**src/design/tgarle_pkg.sv**
```systemverilog
// Package: shared types and constants of the TGA run-length pixel decoder.
package tgarle_pkg;

  // Configuration port widths
  localparam int unsigned CfgAddrW = 4;
  localparam int unsigned CfgDataW = 16;

  // Register map of the configuration port
  typedef enum logic [CfgAddrW-1:0] {
    RegImageType  = 4'd0,
    RegPixelDepth = 4'd1,
    RegImageWidth = 4'd2,
    RegImageHeight = 4'd3
  } cfg_reg_e;

  // Supported image type codes and depths
  localparam logic [7:0] TypeRawTrue = 8'd2;
  localparam logic [7:0] TypeRleTrue = 8'd10;
  localparam logic [7:0] Depth24     = 8'd24;
  localparam logic [7:0] Depth32     = 8'd32;

  // Packet header: bit 7 flags a run, low bits hold count minus one
  localparam int unsigned RunBit = 7;

  // Reset values of the configuration registers
  localparam logic [7:0]  ImageTypeRst  = TypeRleTrue;
  localparam logic [7:0]  PixelDepthRst = Depth24;

  // Configuration as seen by the decode stage
  typedef struct packed {
    logic [7:0]  image_type;
    logic [7:0]  pixel_depth;
    logic [31:0] pixel_total;
  } cfg_t;

endpackage

```
**src/design/tgarle_if.sv**
```systemverilog
// Interfaces: byte input, pixel result and configuration write channels.
interface tgarle_in_if;
  logic       valid;
  logic       ready;
  logic [7:0] data_byte;
  logic       frame_start;

  modport source (output valid, data_byte, frame_start, input ready);
  modport sink   (input valid, data_byte, frame_start, output ready);
endinterface

interface tgarle_out_if;
  logic       valid;
  logic       ready;
  logic [7:0] red;
  logic [7:0] green;
  logic [7:0] blue;
  logic [7:0] repeat_count;
  logic       last_pixel;
  logic       format_error;

  modport source (output valid, red, green, blue, repeat_count, last_pixel, format_error,
                  input ready);
  modport sink   (input valid, red, green, blue, repeat_count, last_pixel, format_error,
                  output ready);
endinterface

interface tgarle_cfg_if;
  logic                            valid;
  logic                            ready;
  logic [tgarle_pkg::CfgAddrW-1:0] addr;
  logic [tgarle_pkg::CfgDataW-1:0] wdata;

  modport source (output valid, addr, wdata, input ready);
  modport sink   (input valid, addr, wdata, output ready);
endinterface

```
**src/design/tgarle_cfg.sv**
```systemverilog
// Configuration registers and the registered pixel total.
module tgarle_cfg
  import tgarle_pkg::*;
(
  input  logic                clk_i,
  input  logic                rst_ni,
  input  logic                wr_valid_i,
  output logic                wr_ready_o,
  input  logic [CfgAddrW-1:0] wr_addr_i,
  input  logic [CfgDataW-1:0] wr_data_i,
  output cfg_t                cfg_o
);

  logic [7:0]  image_type_q;
  logic [7:0]  pixel_depth_q;
  logic [15:0] image_width_q;
  logic [15:0] image_height_q;
  logic [31:0] total_q;

  // Accept every write request at once
  assign wr_ready_o = 1'b1;

  // Update the addressed register; ignore addresses past the map
  always_ff @(posedge clk_i or negedge rst_ni) begin
    if (!rst_ni) begin
      image_type_q   <= ImageTypeRst;
      pixel_depth_q  <= PixelDepthRst;
      image_width_q  <= '0;
      image_height_q <= '0;
    end else if (wr_valid_i) begin
      case (cfg_reg_e'(wr_addr_i))
        RegImageType:   image_type_q   <= wr_data_i[7:0];
        RegPixelDepth:  pixel_depth_q  <= wr_data_i[7:0];
        RegImageWidth:  image_width_q  <= wr_data_i[15:0];
        RegImageHeight: image_height_q <= wr_data_i[15:0];
        default: ;
      endcase
    end
  end

  // Register the width by height product
  always_ff @(posedge clk_i or negedge rst_ni) begin
    if (!rst_ni) begin
      total_q <= '0;
    end else begin
      total_q <= {16'd0, image_width_q} * {16'd0, image_height_q};
    end
  end

  assign cfg_o.image_type  = image_type_q;
  assign cfg_o.pixel_depth = pixel_depth_q;
  assign cfg_o.pixel_total = total_q;

endmodule

```
**src/design/tgarle_decode.sv**
```systemverilog
// Decode stage: input register, packet and pixel state, result register.
module tgarle_decode
  import tgarle_pkg::*;
(
  input  logic       clk_i,
  input  logic       rst_ni,
  input  cfg_t       cfg_i,
  input  logic       in_valid_i,
  output logic       in_ready_o,
  input  logic [7:0] in_byte_i,
  input  logic       in_start_i,
  output logic       out_valid_o,
  input  logic       out_ready_i,
  output logic [7:0] out_red_o,
  output logic [7:0] out_green_o,
  output logic [7:0] out_blue_o,
  output logic [7:0] out_count_o,
  output logic       out_last_o,
  output logic       out_error_o
);

  // Input register
  logic       s1_valid_q;
  logic [7:0] s1_byte_q;
  logic       s1_start_q;

  // Decoder state
  logic [23:0] pixel_bytes_q, pixel_bytes_d;
  logic [1:0]  byte_in_pixel_q, byte_in_pixel_d;
  logic        expect_header_q, expect_header_d;
  logic        packet_is_run_q, packet_is_run_d;
  logic [7:0]  packet_remaining_q, packet_remaining_d;
  logic [31:0] pixels_done_q, pixels_done_d;
  logic        frame_finished_q, frame_finished_d;

  // Result register
  logic       out_valid_q;
  logic [7:0] red_q, green_q, blue_q, count_q;
  logic       last_q, error_q;

  // Result of the current byte
  logic       res_valid;
  logic [7:0] res_red, res_green, res_blue, res_count;
  logic       res_last, res_error;

  logic advance;
  logic fire;

  // Move the input register on whenever the result register can take a request
  assign advance    = !out_valid_q || out_ready_i;
  assign in_ready_o = !s1_valid_q || advance;
  assign fire       = s1_valid_q && advance;

  always_ff @(posedge clk_i or negedge rst_ni) begin
    if (!rst_ni) begin
      s1_valid_q <= 1'b0;
    end else if (in_ready_o) begin
      s1_valid_q <= in_valid_i;
    end
  end

  always_ff @(posedge clk_i) begin
    if (in_ready_o && in_valid_i) begin
      s1_byte_q  <= in_byte_i;
      s1_start_q <= in_start_i;
    end
  end

  // Decode one byte against the packet and pixel state
  always_comb begin
    logic        is_rle;
    logic        fmt_ok;
    logic [32:0] diff;
    logic        at_end;
    logic [31:0] left;
    logic        left_small;
    logic [7:0]  count_raw;
    logic        clip;
    logic        hit_total;
    logic [2:0]  bytes_per_pixel;

    is_rle          = cfg_i.image_type == TypeRleTrue;
    fmt_ok          = (cfg_i.image_type == TypeRawTrue || is_rle)
                      && (cfg_i.pixel_depth == Depth24 || cfg_i.pixel_depth == Depth32);
    bytes_per_pixel = (cfg_i.pixel_depth == Depth32) ? 3'd4 : 3'd3;

    // Start from the stored state, or from a fresh frame
    if (s1_start_q) begin
      pixel_bytes_d      = '0;
      byte_in_pixel_d    = '0;
      expect_header_d    = 1'b1;
      packet_is_run_d    = 1'b0;
      packet_remaining_d = '0;
      pixels_done_d      = '0;
      frame_finished_d   = 1'b0;
    end else begin
      pixel_bytes_d      = pixel_bytes_q;
      byte_in_pixel_d    = byte_in_pixel_q;
      expect_header_d    = expect_header_q;
      packet_is_run_d    = packet_is_run_q;
      packet_remaining_d = packet_remaining_q;
      pixels_done_d      = pixels_done_q;
      frame_finished_d   = frame_finished_q;
    end

    diff       = {1'b0, cfg_i.pixel_total} - {1'b0, pixels_done_d};
    at_end     = diff[32] || (diff[31:0] == '0);
    left       = diff[31:0];
    left_small = left[31:8] == '0;

    res_valid = 1'b0;
    res_red   = '0;
    res_green = '0;
    res_blue  = '0;
    res_count = '0;
    res_last  = 1'b0;
    res_error = 1'b0;
    count_raw = 8'd1;
    clip      = 1'b0;
    hit_total = 1'b0;

    if (frame_finished_d) begin
      // Drop bytes until the next frame start
    end else if (!fmt_ok) begin
      res_valid        = 1'b1;
      res_last         = 1'b1;
      res_error        = 1'b1;
      frame_finished_d = 1'b1;
    end else if (at_end) begin
      frame_finished_d = 1'b1;
    end else if (is_rle && expect_header_d) begin
      packet_is_run_d    = s1_byte_q[RunBit];
      packet_remaining_d = {1'b0, s1_byte_q[RunBit-1:0]} + 8'd1;
      expect_header_d    = 1'b0;
      byte_in_pixel_d    = '0;
    end else begin
      // Collect the stored B, G, R bytes; alpha is dropped
      if (byte_in_pixel_d == 2'd0) begin
        pixel_bytes_d = '0;
      end
      case (byte_in_pixel_d)
        2'd0:    pixel_bytes_d[7:0]   = s1_byte_q;
        2'd1:    pixel_bytes_d[15:8]  = s1_byte_q;
        2'd2:    pixel_bytes_d[23:16] = s1_byte_q;
        default: ;
      endcase

      if ({1'b0, byte_in_pixel_d} + 3'd1 < bytes_per_pixel) begin
        byte_in_pixel_d = byte_in_pixel_d + 2'd1;
      end else begin
        byte_in_pixel_d = '0;

        if (is_rle && packet_is_run_d && packet_remaining_d != '0) begin
          count_raw = packet_remaining_d;
        end
        // Clip against the pixels left in the image
        clip      = left_small && (left[7:0] < count_raw);
        hit_total = clip || (left_small && (left[7:0] == count_raw));
        res_count = clip ? left[7:0] : count_raw;
        pixels_done_d = hit_total ? cfg_i.pixel_total
                                  : pixels_done_d + {24'd0, count_raw};

        if (is_rle) begin
          if (packet_is_run_d) begin
            packet_remaining_d = '0;
          end else if (packet_remaining_d != '0) begin
            packet_remaining_d = packet_remaining_d - 8'd1;
          end
          if (packet_remaining_d == '0) begin
            expect_header_d = 1'b1;
          end
        end

        res_valid = 1'b1;
        res_red   = pixel_bytes_d[23:16];
        res_green = pixel_bytes_d[15:8];
        res_blue  = pixel_bytes_d[7:0];
        res_last  = hit_total;
        if (hit_total) begin
          frame_finished_d = 1'b1;
        end
      end
    end
  end

  // Hold decoder state; advance it once per decoded byte
  always_ff @(posedge clk_i or negedge rst_ni) begin
    if (!rst_ni) begin
      pixel_bytes_q      <= '0;
      byte_in_pixel_q    <= '0;
      expect_header_q    <= 1'b1;
      packet_is_run_q    <= 1'b0;
      packet_remaining_q <= '0;
      pixels_done_q      <= '0;
      frame_finished_q   <= 1'b0;
    end else if (fire) begin
      pixel_bytes_q      <= pixel_bytes_d;
      byte_in_pixel_q    <= byte_in_pixel_d;
      expect_header_q    <= expect_header_d;
      packet_is_run_q    <= packet_is_run_d;
      packet_remaining_q <= packet_remaining_d;
      pixels_done_q      <= pixels_done_d;
      frame_finished_q   <= frame_finished_d;
    end
  end

  // Result register
  always_ff @(posedge clk_i or negedge rst_ni) begin
    if (!rst_ni) begin
      out_valid_q <= 1'b0;
    end else if (advance) begin
      out_valid_q <= s1_valid_q && res_valid;
    end
  end

  always_ff @(posedge clk_i) begin
    if (fire && res_valid) begin
      red_q   <= res_red;
      green_q <= res_green;
      blue_q  <= res_blue;
      count_q <= res_count;
      last_q  <= res_last;
      error_q <= res_error;
    end
  end

  assign out_valid_o = out_valid_q;
  assign out_red_o   = red_q;
  assign out_green_o = green_q;
  assign out_blue_o  = blue_q;
  assign out_count_o = count_q;
  assign out_last_o  = last_q;
  assign out_error_o = error_q;

endmodule

```
**src/design/tga_rle_pixel_decoder.sv**
```systemverilog
// TGA pixel data decoder for raw (type 2) and run-length (type 10) truecolor images at
// 24 or 32 bits per pixel. One data byte is taken per cycle; a request is held in an
// input register and decoded into a result register, and the sustained rate is one
// byte per clock as long as results are taken. A result is one pixel or one whole run
// (repeat_count up to 128), clipped at width times height; an unsupported type or
// depth gives a single error result per frame. Configuration writes take effect once
// the registers update; width and height reach the pixel total through a further
// product register. There is no clearing pass.
module tga_rle_pixel_decoder
  import tgarle_pkg::*;
(
  input  logic         clk_i,
  input  logic         rst_ni,
  tgarle_in_if.sink    in_i,
  tgarle_out_if.source out_o,
  tgarle_cfg_if.sink   cfg_i
);

  cfg_t cfg;

  // Configuration registers
  tgarle_cfg u_cfg (
    .clk_i      (clk_i),
    .rst_ni     (rst_ni),
    .wr_valid_i (cfg_i.valid),
    .wr_ready_o (cfg_i.ready),
    .wr_addr_i  (cfg_i.addr),
    .wr_data_i  (cfg_i.wdata),
    .cfg_o      (cfg)
  );

  // Byte decoder
  tgarle_decode u_decode (
    .clk_i       (clk_i),
    .rst_ni      (rst_ni),
    .cfg_i       (cfg),
    .in_valid_i  (in_i.valid),
    .in_ready_o  (in_i.ready),
    .in_byte_i   (in_i.data_byte),
    .in_start_i  (in_i.frame_start),
    .out_valid_o (out_o.valid),
    .out_ready_i (out_o.ready),
    .out_red_o   (out_o.red),
    .out_green_o (out_o.green),
    .out_blue_o  (out_o.blue),
    .out_count_o (out_o.repeat_count),
    .out_last_o  (out_o.last_pixel),
    .out_error_o (out_o.format_error)
  );

endmodule

```
**src/flat_wrapper.sv**
```systemverilog
// flat-port wrapper written by rule: the top's interface ports become plain ports
module tga_rle_pixel_decoder_flat import tgarle_pkg::*;
  (clk_i, rst_ni, in_i_valid, in_i_data_byte, in_i_frame_start, in_i_ready, out_o_valid, out_o_red, out_o_green, out_o_blue, out_o_repeat_count, out_o_last_pixel, out_o_format_error, out_o_ready, cfg_i_valid, cfg_i_addr, cfg_i_wdata, cfg_i_ready);
  tgarle_in_if in_i_i ();
  tgarle_out_if out_o_i ();
  tgarle_cfg_if cfg_i_i ();
  input  logic clk_i;
  input  logic rst_ni;
  input wire logic [$bits(in_i_i.valid)-1:0] in_i_valid;
  input wire logic [$bits(in_i_i.data_byte)-1:0] in_i_data_byte;
  input wire logic [$bits(in_i_i.frame_start)-1:0] in_i_frame_start;
  output wire logic [$bits(in_i_i.ready)-1:0] in_i_ready;
  output wire logic [$bits(out_o_i.valid)-1:0] out_o_valid;
  output wire logic [$bits(out_o_i.red)-1:0] out_o_red;
  output wire logic [$bits(out_o_i.green)-1:0] out_o_green;
  output wire logic [$bits(out_o_i.blue)-1:0] out_o_blue;
  output wire logic [$bits(out_o_i.repeat_count)-1:0] out_o_repeat_count;
  output wire logic [$bits(out_o_i.last_pixel)-1:0] out_o_last_pixel;
  output wire logic [$bits(out_o_i.format_error)-1:0] out_o_format_error;
  input wire logic [$bits(out_o_i.ready)-1:0] out_o_ready;
  input wire logic [$bits(cfg_i_i.valid)-1:0] cfg_i_valid;
  input wire logic [$bits(cfg_i_i.addr)-1:0] cfg_i_addr;
  input wire logic [$bits(cfg_i_i.wdata)-1:0] cfg_i_wdata;
  output wire logic [$bits(cfg_i_i.ready)-1:0] cfg_i_ready;
  assign in_i_i.valid = in_i_valid;
  assign in_i_i.data_byte = in_i_data_byte;
  assign in_i_i.frame_start = in_i_frame_start;
  assign in_i_ready = in_i_i.ready;
  assign out_o_valid = out_o_i.valid;
  assign out_o_red = out_o_i.red;
  assign out_o_green = out_o_i.green;
  assign out_o_blue = out_o_i.blue;
  assign out_o_repeat_count = out_o_i.repeat_count;
  assign out_o_last_pixel = out_o_i.last_pixel;
  assign out_o_format_error = out_o_i.format_error;
  assign out_o_i.ready = out_o_ready;
  assign cfg_i_i.valid = cfg_i_valid;
  assign cfg_i_i.addr = cfg_i_addr;
  assign cfg_i_i.wdata = cfg_i_wdata;
  assign cfg_i_ready = cfg_i_i.ready;
  tga_rle_pixel_decoder u_core (.clk_i(clk_i), .rst_ni(rst_ni), .in_i(in_i_i), .out_o(out_o_i), .cfg_i(cfg_i_i));
endmodule
```
**config.mk**
```make
export PLATFORM = sky130hd
export DESIGN_NAME = tga_rle_pixel_decoder_flat
export DESIGN_NICKNAME = d
export VERILOG_FILES = /design/src/design/tgarle_pkg.sv /design/src/design/tgarle_if.sv /design/src/design/tgarle_cfg.sv /design/src/design/tgarle_decode.sv /design/src/design/tga_rle_pixel_decoder.sv /design/src/flat_wrapper.sv
export SDC_FILE = /design/constraint.sdc
export NUM_CORES = 1
export LEC_CHECK = 0
export BUFFER_PORTS_ARGS = -buffer_cell sky130_fd_sc_hd__buf_2
export CORE_ASPECT_RATIO = 1.4
export CORE_UTILIZATION = 50
export CTS_BUF_LIST = sky130_fd_sc_hd__clkbuf_16
export CTS_CLUSTER_SIZE = 10
export DETAILED_ROUTE_END_ITERATION = 8
export GPL_ROUTABILITY_DRIVEN = 0
export GPL_TIMING_DRIVEN = 0
export PLACE_DENSITY = 0.76
export SLEW_MARGIN = 25
export SYNTH_ARGS = -nofsm -noshare
export SYNTH_HDL_FRONTEND = slang
export SYNTH_SLANG_ARGS = --single-unit
```
**constraint.sdc**
```tcl
create_clock -name clk_i -period 7.82 [get_ports clk_i]
set_clock_uncertainty 0.1 [all_clocks]
set_input_delay 0 -clock clk_i [delete_from_list [all_inputs] [get_ports clk_i]]
set_output_delay 0 -clock clk_i [all_outputs]
set_load 0.02 [all_outputs]
```
; ---- After elaboration in Yosys (flattened, before gate mapping)
; Cells that the tools add are included.
[op_classes]
addsub = 6
n_mul = 1
n_lt_le_gt_ge = 2
eq_ne = 10
muxes = 75
bitwise_logic = 1
n_reduce_logical = 29
[ops]
columns = cell, n
row1 = 32-bit two-way mux, 7
row2 = 8-bit two-way mux, 25
row3 = 24-bit two-way mux, 6
row4 = 32-bit by 32-bit subtractor with 33-bit output, 1
row5 = 32-bit by 8-bit adder with 32-bit output, 1
row6 = 32-bit logical NOT, 1
row7 = 16-bit by 16-bit multiplier with 32-bit output, 1
row8 = 1-bit two-way mux, 30
row9 = 24-bit logical NOT, 1
row10 = 2-bit two-way mux, 6
row11 = 1-bit logical AND, 10
row12 = 7-bit by 1-bit adder with 8-bit output (second input constant), 1
row13 = 4-bit by 2-bit equality test with 1-bit output (second input constant), 2
row14 = 8-bit by 2-bit equality test with 1-bit output (second input constant), 1
row15 = 8-bit by 4-bit equality test with 1-bit output (second input constant), 1
row16 = 8-bit by 5-bit equality test with 1-bit output (second input constant), 1
row17 = 8-bit by 6-bit equality test with 1-bit output (second input constant), 1
row18 = 8-bit equality test, 1
row19 = 8-bit logical NOT, 1
row20 = 8-bit less-than comparator, 1
row21 = 2-bit AND reduction, 4
row22 = 8-bit nonzero test, 1
row23 = 8-bit by 1-bit subtractor with 8-bit output (second input constant), 1
row24 = 1-bit logical OR, 6
row25 = 12 further kinds, 13
[word_totals]
regBits = 194
input_bits = 34
out_inout_bits = 37

; ---- Depth between registers and ports, before layout
; Gate-level depths: netlist (run 1).
[logic_depth]
word_depth = 18
depth_mapped = 28
depth_no_buf = 26

; ---- Hierarchy
; From an unflattened synthesis (run 1), not the netlist that was laid out.
[unflattened]
cells_unflattened = 2277
area_unflattened_um2 = 20552.2
[modules_own_cells]
columns = mod, n_inst, cells_per_inst, area_each_um2, seq_area_each_um2
row1 = tgarle_cfg, 1, 1149, 11307.1, 2006.9
row2 = tgarle_decode, 1, 1128, 9245.1, 3069.2

; ---- Worst setup path before layout (run 1)
; OpenSTA, ideal clock, no wires.
[synth_timing]
kind = reg-to-reg
start = register u_core.u_decode.s1_start_q
end = register u_core.u_decode.blue_q[0], in the netlist u_core.u_decode.out_blue_o[0], enable pin
setup_ps = 427
arrival_ps = 6020
t_required_ps = 7293
slack_ps = 1274
path_stages_with_launch = 21
path_buffers = 5
path_cell_list = edfxtp_1 > inv_1 > clkbuf_1 > clkbuf_1 > clkbuf_1 > buf_1 > nand2_1 > fa_1 > a21oi_1 > o221ai_1 > a21oi_1 > a311oi_1 > a211oi_1 > o21ai_0 > xnor2_1 > nand4b_1 > and3b_1 > buf_2 > a31oi_1 > a21oi_1 > nor2_1
[synth_between]
elab_chain_len = 9
word_cells_on_any_way = 16
classes_between = 2 x add/sub / 1 x order compare / 9 x mux / 4 x reduce/logical
[synth_rtl]
columns = item, line_no
row1 = from (decl), tgarle_decode.sv:25  ; logic s1_start_q;
row2 = from (signal assigned), tgarle_decode.sv:65  ; s1_start_q <= in_start_i;
row3 = "parallel branches: the longest is 7 deep, another holds 32-bit by 32-bit subtractor with 33-bit output", -
row4 = 1-bit two-way mux *, tgarle_decode.sv:122  ; if (frame_finished_d) begin
row5 = 1-bit logical AND *, tgarle_decode.sv:217  ; if (fire && res_valid) begin
row6 = to (signal assigned), tgarle_decode.sv:220  ; blue_q <= res_blue;
row7 = to (decl), tgarle_decode.sv:38  ; logic [7:0] red_q, green_q, blue_q, count_q;
; Mark *: on every way between the ends.
; A chain may end at the register's enable or synchronous reset.

; ---- Worst setup path in the final report (run 1)
[layout_timing]
start = register u_core.u_cfg.image_height_q[9]
end = register u_core.u_cfg.total_q[30]
[layout_between]
elab_chain_len = 1
[layout_rtl]
columns = item, line_no
row1 = from (decl), tgarle_cfg.sv:17  ; logic [15:0] image_height_q;
row2 = from (signal assigned), tgarle_cfg.sv:35  ; RegImageHeight: image_height_q <= wr_data_i[15:0];
row3 = 16-bit by 16-bit multiplier with 32-bit output, tgarle_cfg.sv:46  ; total_q <= {16'd0, image_width_q} * {16'd0, image_height_q};
row4 = to (signal assigned), tgarle_cfg.sv:46
row5 = to (decl), tgarle_cfg.sv:18  ; logic [31:0] total_q;
; No other way between the ends.

==> results_dict.tcl, run 1 <==
set metrics [dict create \
    synth-seq-cells 194 \
    avgSynthCellArea_um2 9.08 \
    synth_nets 2582 \
    synth_edf_count 43 \
    cp_slowest_cell "clkbuf_1" \
    synth_ff_type "dfrtp_1" \
    yosys_warnings 0 \
    syn2layout_area_growth_pct 10.4 \
    cts_tree "done" \
    antenna_cells 0 \
    required_ps 8100 \
    max_cap_viol_count 0 \
    cts_buffer_depth 2 \
    relSlewSlack_pct 28.2 \
    wirelength_mm 54.2 \
    seq_area_frac_synth_pct 25.5 \
    cp_slowest_stage_delay_ps 530 \
    fin_setup_tns_ps 0 \
    drive_gt1_share_pct 8.42 \
    hold_violations 0 \
    clock_latency_ps 480 \
    port_buffers 69 \
    cts_root_buf "clkbuf_16" \
    drtIter0Drc 1211 \
    cpMostUsedCell "fa_1" \
    status "finished, final reports clean" \
    final_area_um2 22000 \
    worstHoldPathCells 4 \
    crit_fanout 10 \
    gr-total-overflow 0 \
    fin_crit_sh_pct 95.1 \
    holdPathEnd "u_core.u_cfg.image_width_q[4]" \
    r2r_cells 27 \
    grt_setup_unrepaired "no" \
    finalSetupViolCount 0 \
    crit_family "adder cells" \
    cp_data_arrival_time_ps 7710 \
    synth_area_um2 19900 \
    grt_usage_pct 27.7 \
    start_kind "flop" \
    clk_pin_slew_ps 80 \
    rr_endpoint "u_core.u_cfg.total_q[30]" \
    netlist_instances 2191 \
    hold_class "in -> reg" \
    htreeDepth 4 \
    r2r_setup_slack_ps 380 \
    grt_pass1_vias 17000 \
    tightestPinTransition_ps 1050 \
    drc_errors 0 \
    fin_crit_ps 7440 \
    antenna_found_initial 0 \
    layout.nets 2705 \
    critical_path_class "reg -> reg" \
    die_w_um 171 \
    fp.dieArea_um2 40600 \
    worst-path-buf-inv 7 \
    place_area_um2 21000 \
    cp-startpoint "u_core.u_cfg.image_height_q[9]" \
    core_um2 39300 \
    hp-start "cfg_i_valid" \
    dp_hpwl_mm 43.0 \
    grt_pass1_wl_mm 86.7 \
    ys_types 73 \
    slew_viol_final 0 \
    cts_buffers 17 \
    initial_core_util_pct 50.7 \
    routedWlPerCell_um 19.0 \
    drtAntennaViolNets 0 \
    num_rows 86 \
    endpoint_kind "flop" \
    path_depth 27 \
    fillerInstances 3411 \
    clock.fmax_mhz 134 \
    vias_per_cell 5.82 \
    num_io_pins 71 \
    route.vias.total 16600 \
    clock-sinks 194 \
    drt-pass1-iter-count 9 \
    timing.rr.start "u_core.u_cfg.image_height_q[9]" \
    dieHeight_um 238 \
    async_reset_ff_share_pct 77.8 \
    grt_max_degree 93 \
]
[how the worst max path moves through the flow]
stage,endpoint
detailed placement,u_core.u_decode.pixels_done_q[28]
CTS,u_core.u_decode.pixels_done_q[28]
floorplan,u_core.u_decode.out_blue_o[0]
global route,u_core.u_cfg.total_q[30]
global placement,u_core.u_decode.out_red_o[2]
finish,u_core.u_cfg.total_q[30]
[worst reg2reg max path: stages, from the launching register on]
cell      delay [ps]
dfrtp_1          330
clkbuf_1         460
clkbuf_1         540
nand2_1          150
fa_1             510
inv_1             50
fa_1             510
inv_1             60
fa_1             530
inv_1             50
fa_1             450
fa_1             490
inv_1             50
fa_1             470
inv_1             40
ha_1             330
o21a_1           120
o21ai_0          230
nand2b_1          80
nand2_1           80
a31oi_1           70
o31a_1           370
a221o_1          410
a21o_1           200
a21o_1           200
a21o_1           180
a21oi_1          160
xnor2_1          140
[final cells by class]
class,count,area (µm²),share of cell area [%]
clock buffer,17,425,1.94
timing repair buffer,105,768,3.50
sequential,194,5080,23.1
tap,528,661,3.01
inverter,282,1060,4.82
multi-input combinational,1621,13400,61.1
clock inverter,15,175,0.798
buffer,93,375,1.71
[state kept, by name (all words and copies together) (netlist names), 16 cells and up]
signal,count
u_core.u_cfg.image_height_q,16
u_core.u_cfg.image_width_q,16
u_core.u_cfg.total_q,32
u_core.u_decode.pixel_bytes_q,24
u_core.u_decode.pixels_done_q,32
[synthesized netlist by cell type (4+ instances only)]
master	n	area, µm²
o31ai_1	5	37.5
a22o_1	16	140
nand2_1	281	1050
nor2b_1	26	163
dfrtp_1	146	3650
nor2_1	134	503
nand2b_1	17	106
edfxtp_1	43	1290
a21o_1	20	150
nand3_1	46	230
xor2_1	19	166
nor4_1	10	62.6
xnor2_1	43	377
o21bai_1	10	75.1
fa_1	196	3920
a22oi_1	24	180
nor3b_1	6	45.0
o22ai_1	11	68.8
buf_2	8	40.0
and2_1	133	832
o211ai_1	7	52.6
and3_1	11	68.8
ha_1	161	2010
mux2_2	52	586
buf_1	5	18.8
a21oi_1	84	420
a31oi_1	14	87.6
or2_2	6	37.5
o2bb2ai_1	23	201
clkbuf_1	77	289
a21boi_0	7	52.6
inv_1	282	1060
mux2i_1	23	230
o21a_1	20	150
nand4_1	22	138
dfstp_2	5	131
o31a_1	6	52.6
a211oi_1	11	82.6
o21ai_0	83	415
nor3_1	38	190
or4_1	4	30.0
or3_1	6	37.5
[stage by stage]
stage / hold slack [ps] / setup WS (ps) / utilization (%) / cells
floorplan: -396 / 1270 / - / 2191
global placement: 81.1 / -1390 / 53.2 / 2788
detailed placement: -132 / -291 / 53.4 / 2790
CTS: 41.4 / 134 / 55.9 / 2856
global route: 71.1 / 39.0 / 55.9 / 2855
finish: 27.8 / 382 / 55.9 / 2855
[cells in the final DEF (no fill, tap or decap), types with 20 or more instances in the layout]
| cell type | instances |
|---|---|
| nand2_1 | 281 |
| mux2i_1 | 23 |
| dlygate4sd3_1 | 33 |
| xnor2_1 | 43 |
| ha_1 | 161 |
| nor3_1 | 37 |
| nor2_1 | 133 |
| nor2b_1 | 26 |
| a21oi_1 | 84 |
| nand3_1 | 46 |
| clkbuf_1 | 74 |
| edfxtp_1 | 43 |
| fa_1 | 196 |
| inv_1 | 282 |
| o21a_1 | 20 |
| a22oi_1 | 24 |
| buf_2 | 76 |
| and2_1 | 133 |
| nand4_1 | 22 |
| a21o_1 | 20 |
| mux2_2 | 52 |
| o21ai_0 | 83 |
| dfrtp_1 | 146 |
| o2bb2ai_1 | 23 |
[metal layers]
layer	share of wire [%]	vias to the layer above	wire, µm	global-route usage [%]
met5	0	-	0	0
met4	7.4	0	3990	19.7
met3	5.5	245	3000	3.75
met2	51	766	27800	49.6
met1	36	8067	19500	29.8
li1	-	7532	-	-
[cells by family (layout without fill, tap and decap cells)]
group,after synthesis,after routing,share of synthesized area [%]
adders and majority gates,357,357,29.8
buffers and inverters,376,512,7.21
and+or+nand+nor,753,753,18.2
DFF,194,194,25.5
muxes,75,75,4.10
AOI/OAI and AO/OA,373,373,12.4
other,1,1,0.0188
xor gates and xnor gates,62,62,2.73
[repair_timing]
action / CTS / global route
gates resized for setup: 2 / 2
hold buffers: 34 / 0
buffers inserted: 0 / 0
endpoints found under the setup margin: 68 / 79
endpoints found under the hold margin: 209 / 0
Power of run 1 is not shown: default switching activity piles up to over one toggle a cycle in this logic, so the estimate is an artifact.
==> inputs of run 2 (changes only) <==
==> constraint.sdc (replaced) <==
create_clock -name clk_i -period 7.82 [get_ports clk_i]
set_clock_uncertainty 0.1 [all_clocks]
set_input_delay 0.782 -clock clk_i [delete_from_list [all_inputs] [get_ports clk_i]]
set_output_delay 0.782 -clock clk_i [all_outputs]
set_load 0.02 [all_outputs]
==> run 2 against run 1 <==
Maximum frequency about the same. Sequential share of layout area up 0.38 points. First-iteration DRC count down 11%. Global-route usage down 0.31 points. Final cell count down 1.2%. Critical path type unchanged. Final area down 1.6%. Hold slack better by 100 ps. Setup slack better by 2.4 ps. Utilization down 0.91 points. Critical path depth down 5.
==> results_dict.tcl, run 2 (synthesized netlist as in run 1, its figures left out) <==
set metrics [dict create \
    num_io_pins 71 \
    cp-endpoint "u_core.u_decode.pixels_done_q[19]" \
    numPlacedInstances 2790 \
    syn2layout_area_growth_pct 8.56 \
    htreeDepth 4 \
    gr-total-overflow 0 \
    grt_pass1_wl_mm 85.8 \
    wirelength_mm 53.6 \
    cts_root_buf "clkbuf_16" \
    whs_ps 131 \
    r2r_setup_slack_ps 380 \
    drive_gt1_share_pct 8.50 \
    vias_per_cell 5.83 \
    clock_latency_ps 480 \
    dp_hpwl_mm 43.0 \
    cp-startpoint "u_core.u_decode.s1_start_q" \
    grt_max_degree 93 \
    slew_viol_final 0 \
    hold_violations 0 \
    status "finished, final reports clean" \
    grt_setup_unrepaired "no" \
    r2r_cells 22 \
    clk_pin_slew_ps 80 \
    start_kind "flop" \
    seqCellArea_um2 5080 \
    route.vias.total 16400 \
    largest_registers "u_core.u_cfg.total_q (32), u_core.u_decode.pixels_done_q (32), u_core.u_decode.pixel_bytes_q (24)" \
    grt_pass1_vias 16800 \
    fin_crit_ps 7440 \
    postCtsSetupRepairBufs 0 \
    crit_fanout 12 \
    drtAntennaViolNets 0 \
    max_cap_viol_count 0 \
    hold_class "in -> async" \
    routedWlPerCell_um 19.0 \
    antenna_found_initial 0 \
    drc_errors 0 \
    endpoint_kind "flop" \
    cts_buffer_depth 2 \
    cts_tree "done" \
    antenna_cells 0 \
    num_rows 86 \
    initial_core_util_pct 50.7 \
    relSlewSlack_pct 27.7 \
    timing.rr.start "u_core.u_decode.s1_start_q" \
    final_common_cell "inv_1" \
    clock-sinks 194 \
    layout.nets 2671 \
    dieHeight_um 238 \
    layout_common_cells "inv_1 (282), nand2_1 (281), fa_1 (196)" \
    drtIter0Drc 1082 \
    tightestPinTransition_ps 1060 \
    finalSetupViolCount 0 \
    grt_usage_pct 27.4 \
    fillerInstances 3458 \
    layout.cells.non_filler 2821 \
    clock.fmax_mhz 134 \
    cp_data_arrival_time_ps 7670 \
    core_um2 39300 \
    required_ps 8050 \
    critical_path_class "reg -> reg" \
    fin_crit_sh_pct 95.1 \
    port_buffers 69 \
    multi_input_area_um2 13400 \
    cts_buffers 17 \
    drt-pass1-iter-count 8 \
    fp.dieArea_um2 40600 \
    die_w_um 171 \
    rr_endpoint "u_core.u_decode.pixels_done_q[19]" \
]
## run 2: worst min path at each step
stage,start,endpoint,slack (ps),cells after the start
after floorplan,u_core.u_decode.pixels_done_q[0],u_core.u_decode.pixels_done_q[0],350,1
after global placement,u_core.u_decode.pixels_done_q[28],u_core.u_decode.pixels_done_q[28],370,1
after detailed placement,u_core.u_decode.pixels_done_q[0],u_core.u_decode.pixels_done_q[0],380,1
after CTS,rst_ni,u_core.u_cfg.image_width_q[6],150,1
after global routing,rst_ni,u_core.u_cfg.image_width_q[6],170,1
final,rst_ni,u_core.u_cfg.image_width_q[6],130,1
## run 2: final cells by class
class / count / area share (%)
multi-input combinational: 1621 / 62.1
sequential: 194 / 23.5
inverter: 282 / 4.90
tap: 528 / 3.06
clock buffer: 17 / 1.97
timing repair buffer: 71 / 1.90
buffer: 93 / 1.74
clock inverter: 15 / 0.811
## run 2: metal layers
layer | GRT usage (%) | share of wire, % | up-vias
met5 | 0 | 0 | -
met4 | 19.7 | 7.7 | 0
met3 | 3.52 | 5.5 | 253
met2 | 48.8 | 51 | 733
met1 | 29.7 | 36 | 7983
li1 | - | - | 7467
## run 2: timing repair
action,CTS,global route
hold buffers,0,0
cloned,0,0
resized for setup,2,2
setup endpoints to repair,68,79
## run 2: critical path, stage by stage (launching register included)
cell	delay [ps]
edfxtp_1	600
inv_1	510
clkbuf_2	410
clkbuf_2	390
clkbuf_2	370
nand2_1	240
fa_1	450
a21oi_1	300
o221ai_1	160
a21oi_1	410
a311oi_1	210
a211oi_1	570
o31ai_1	200
a21boi_0	250
nand4b_1	180
and3b_1	190
buf_2	170
nand3b_1	410
buf_2	350
clkbuf_1	540
nand2_1	100
o21ai_0	100
o2bb2ai_1	80
## run 2: metrics by stage
step / cell area [µm²] / setup slack (ps) / util, % / setup TNS (ps)
final: 21600 / 384 / 55.0 / 0
after global routing: 21600 / 50.7 / 55.0 / 0
after CTS: 21600 / 134 / 55.0 / 0
after detailed placement: 21000 / -291 / 53.4 / -7190
after global placement: 20900 / -1390 / 53.2 / -50840
after floorplan: 19900 / 1270 / - / 0
Power of run 2 is left out for the same reason.
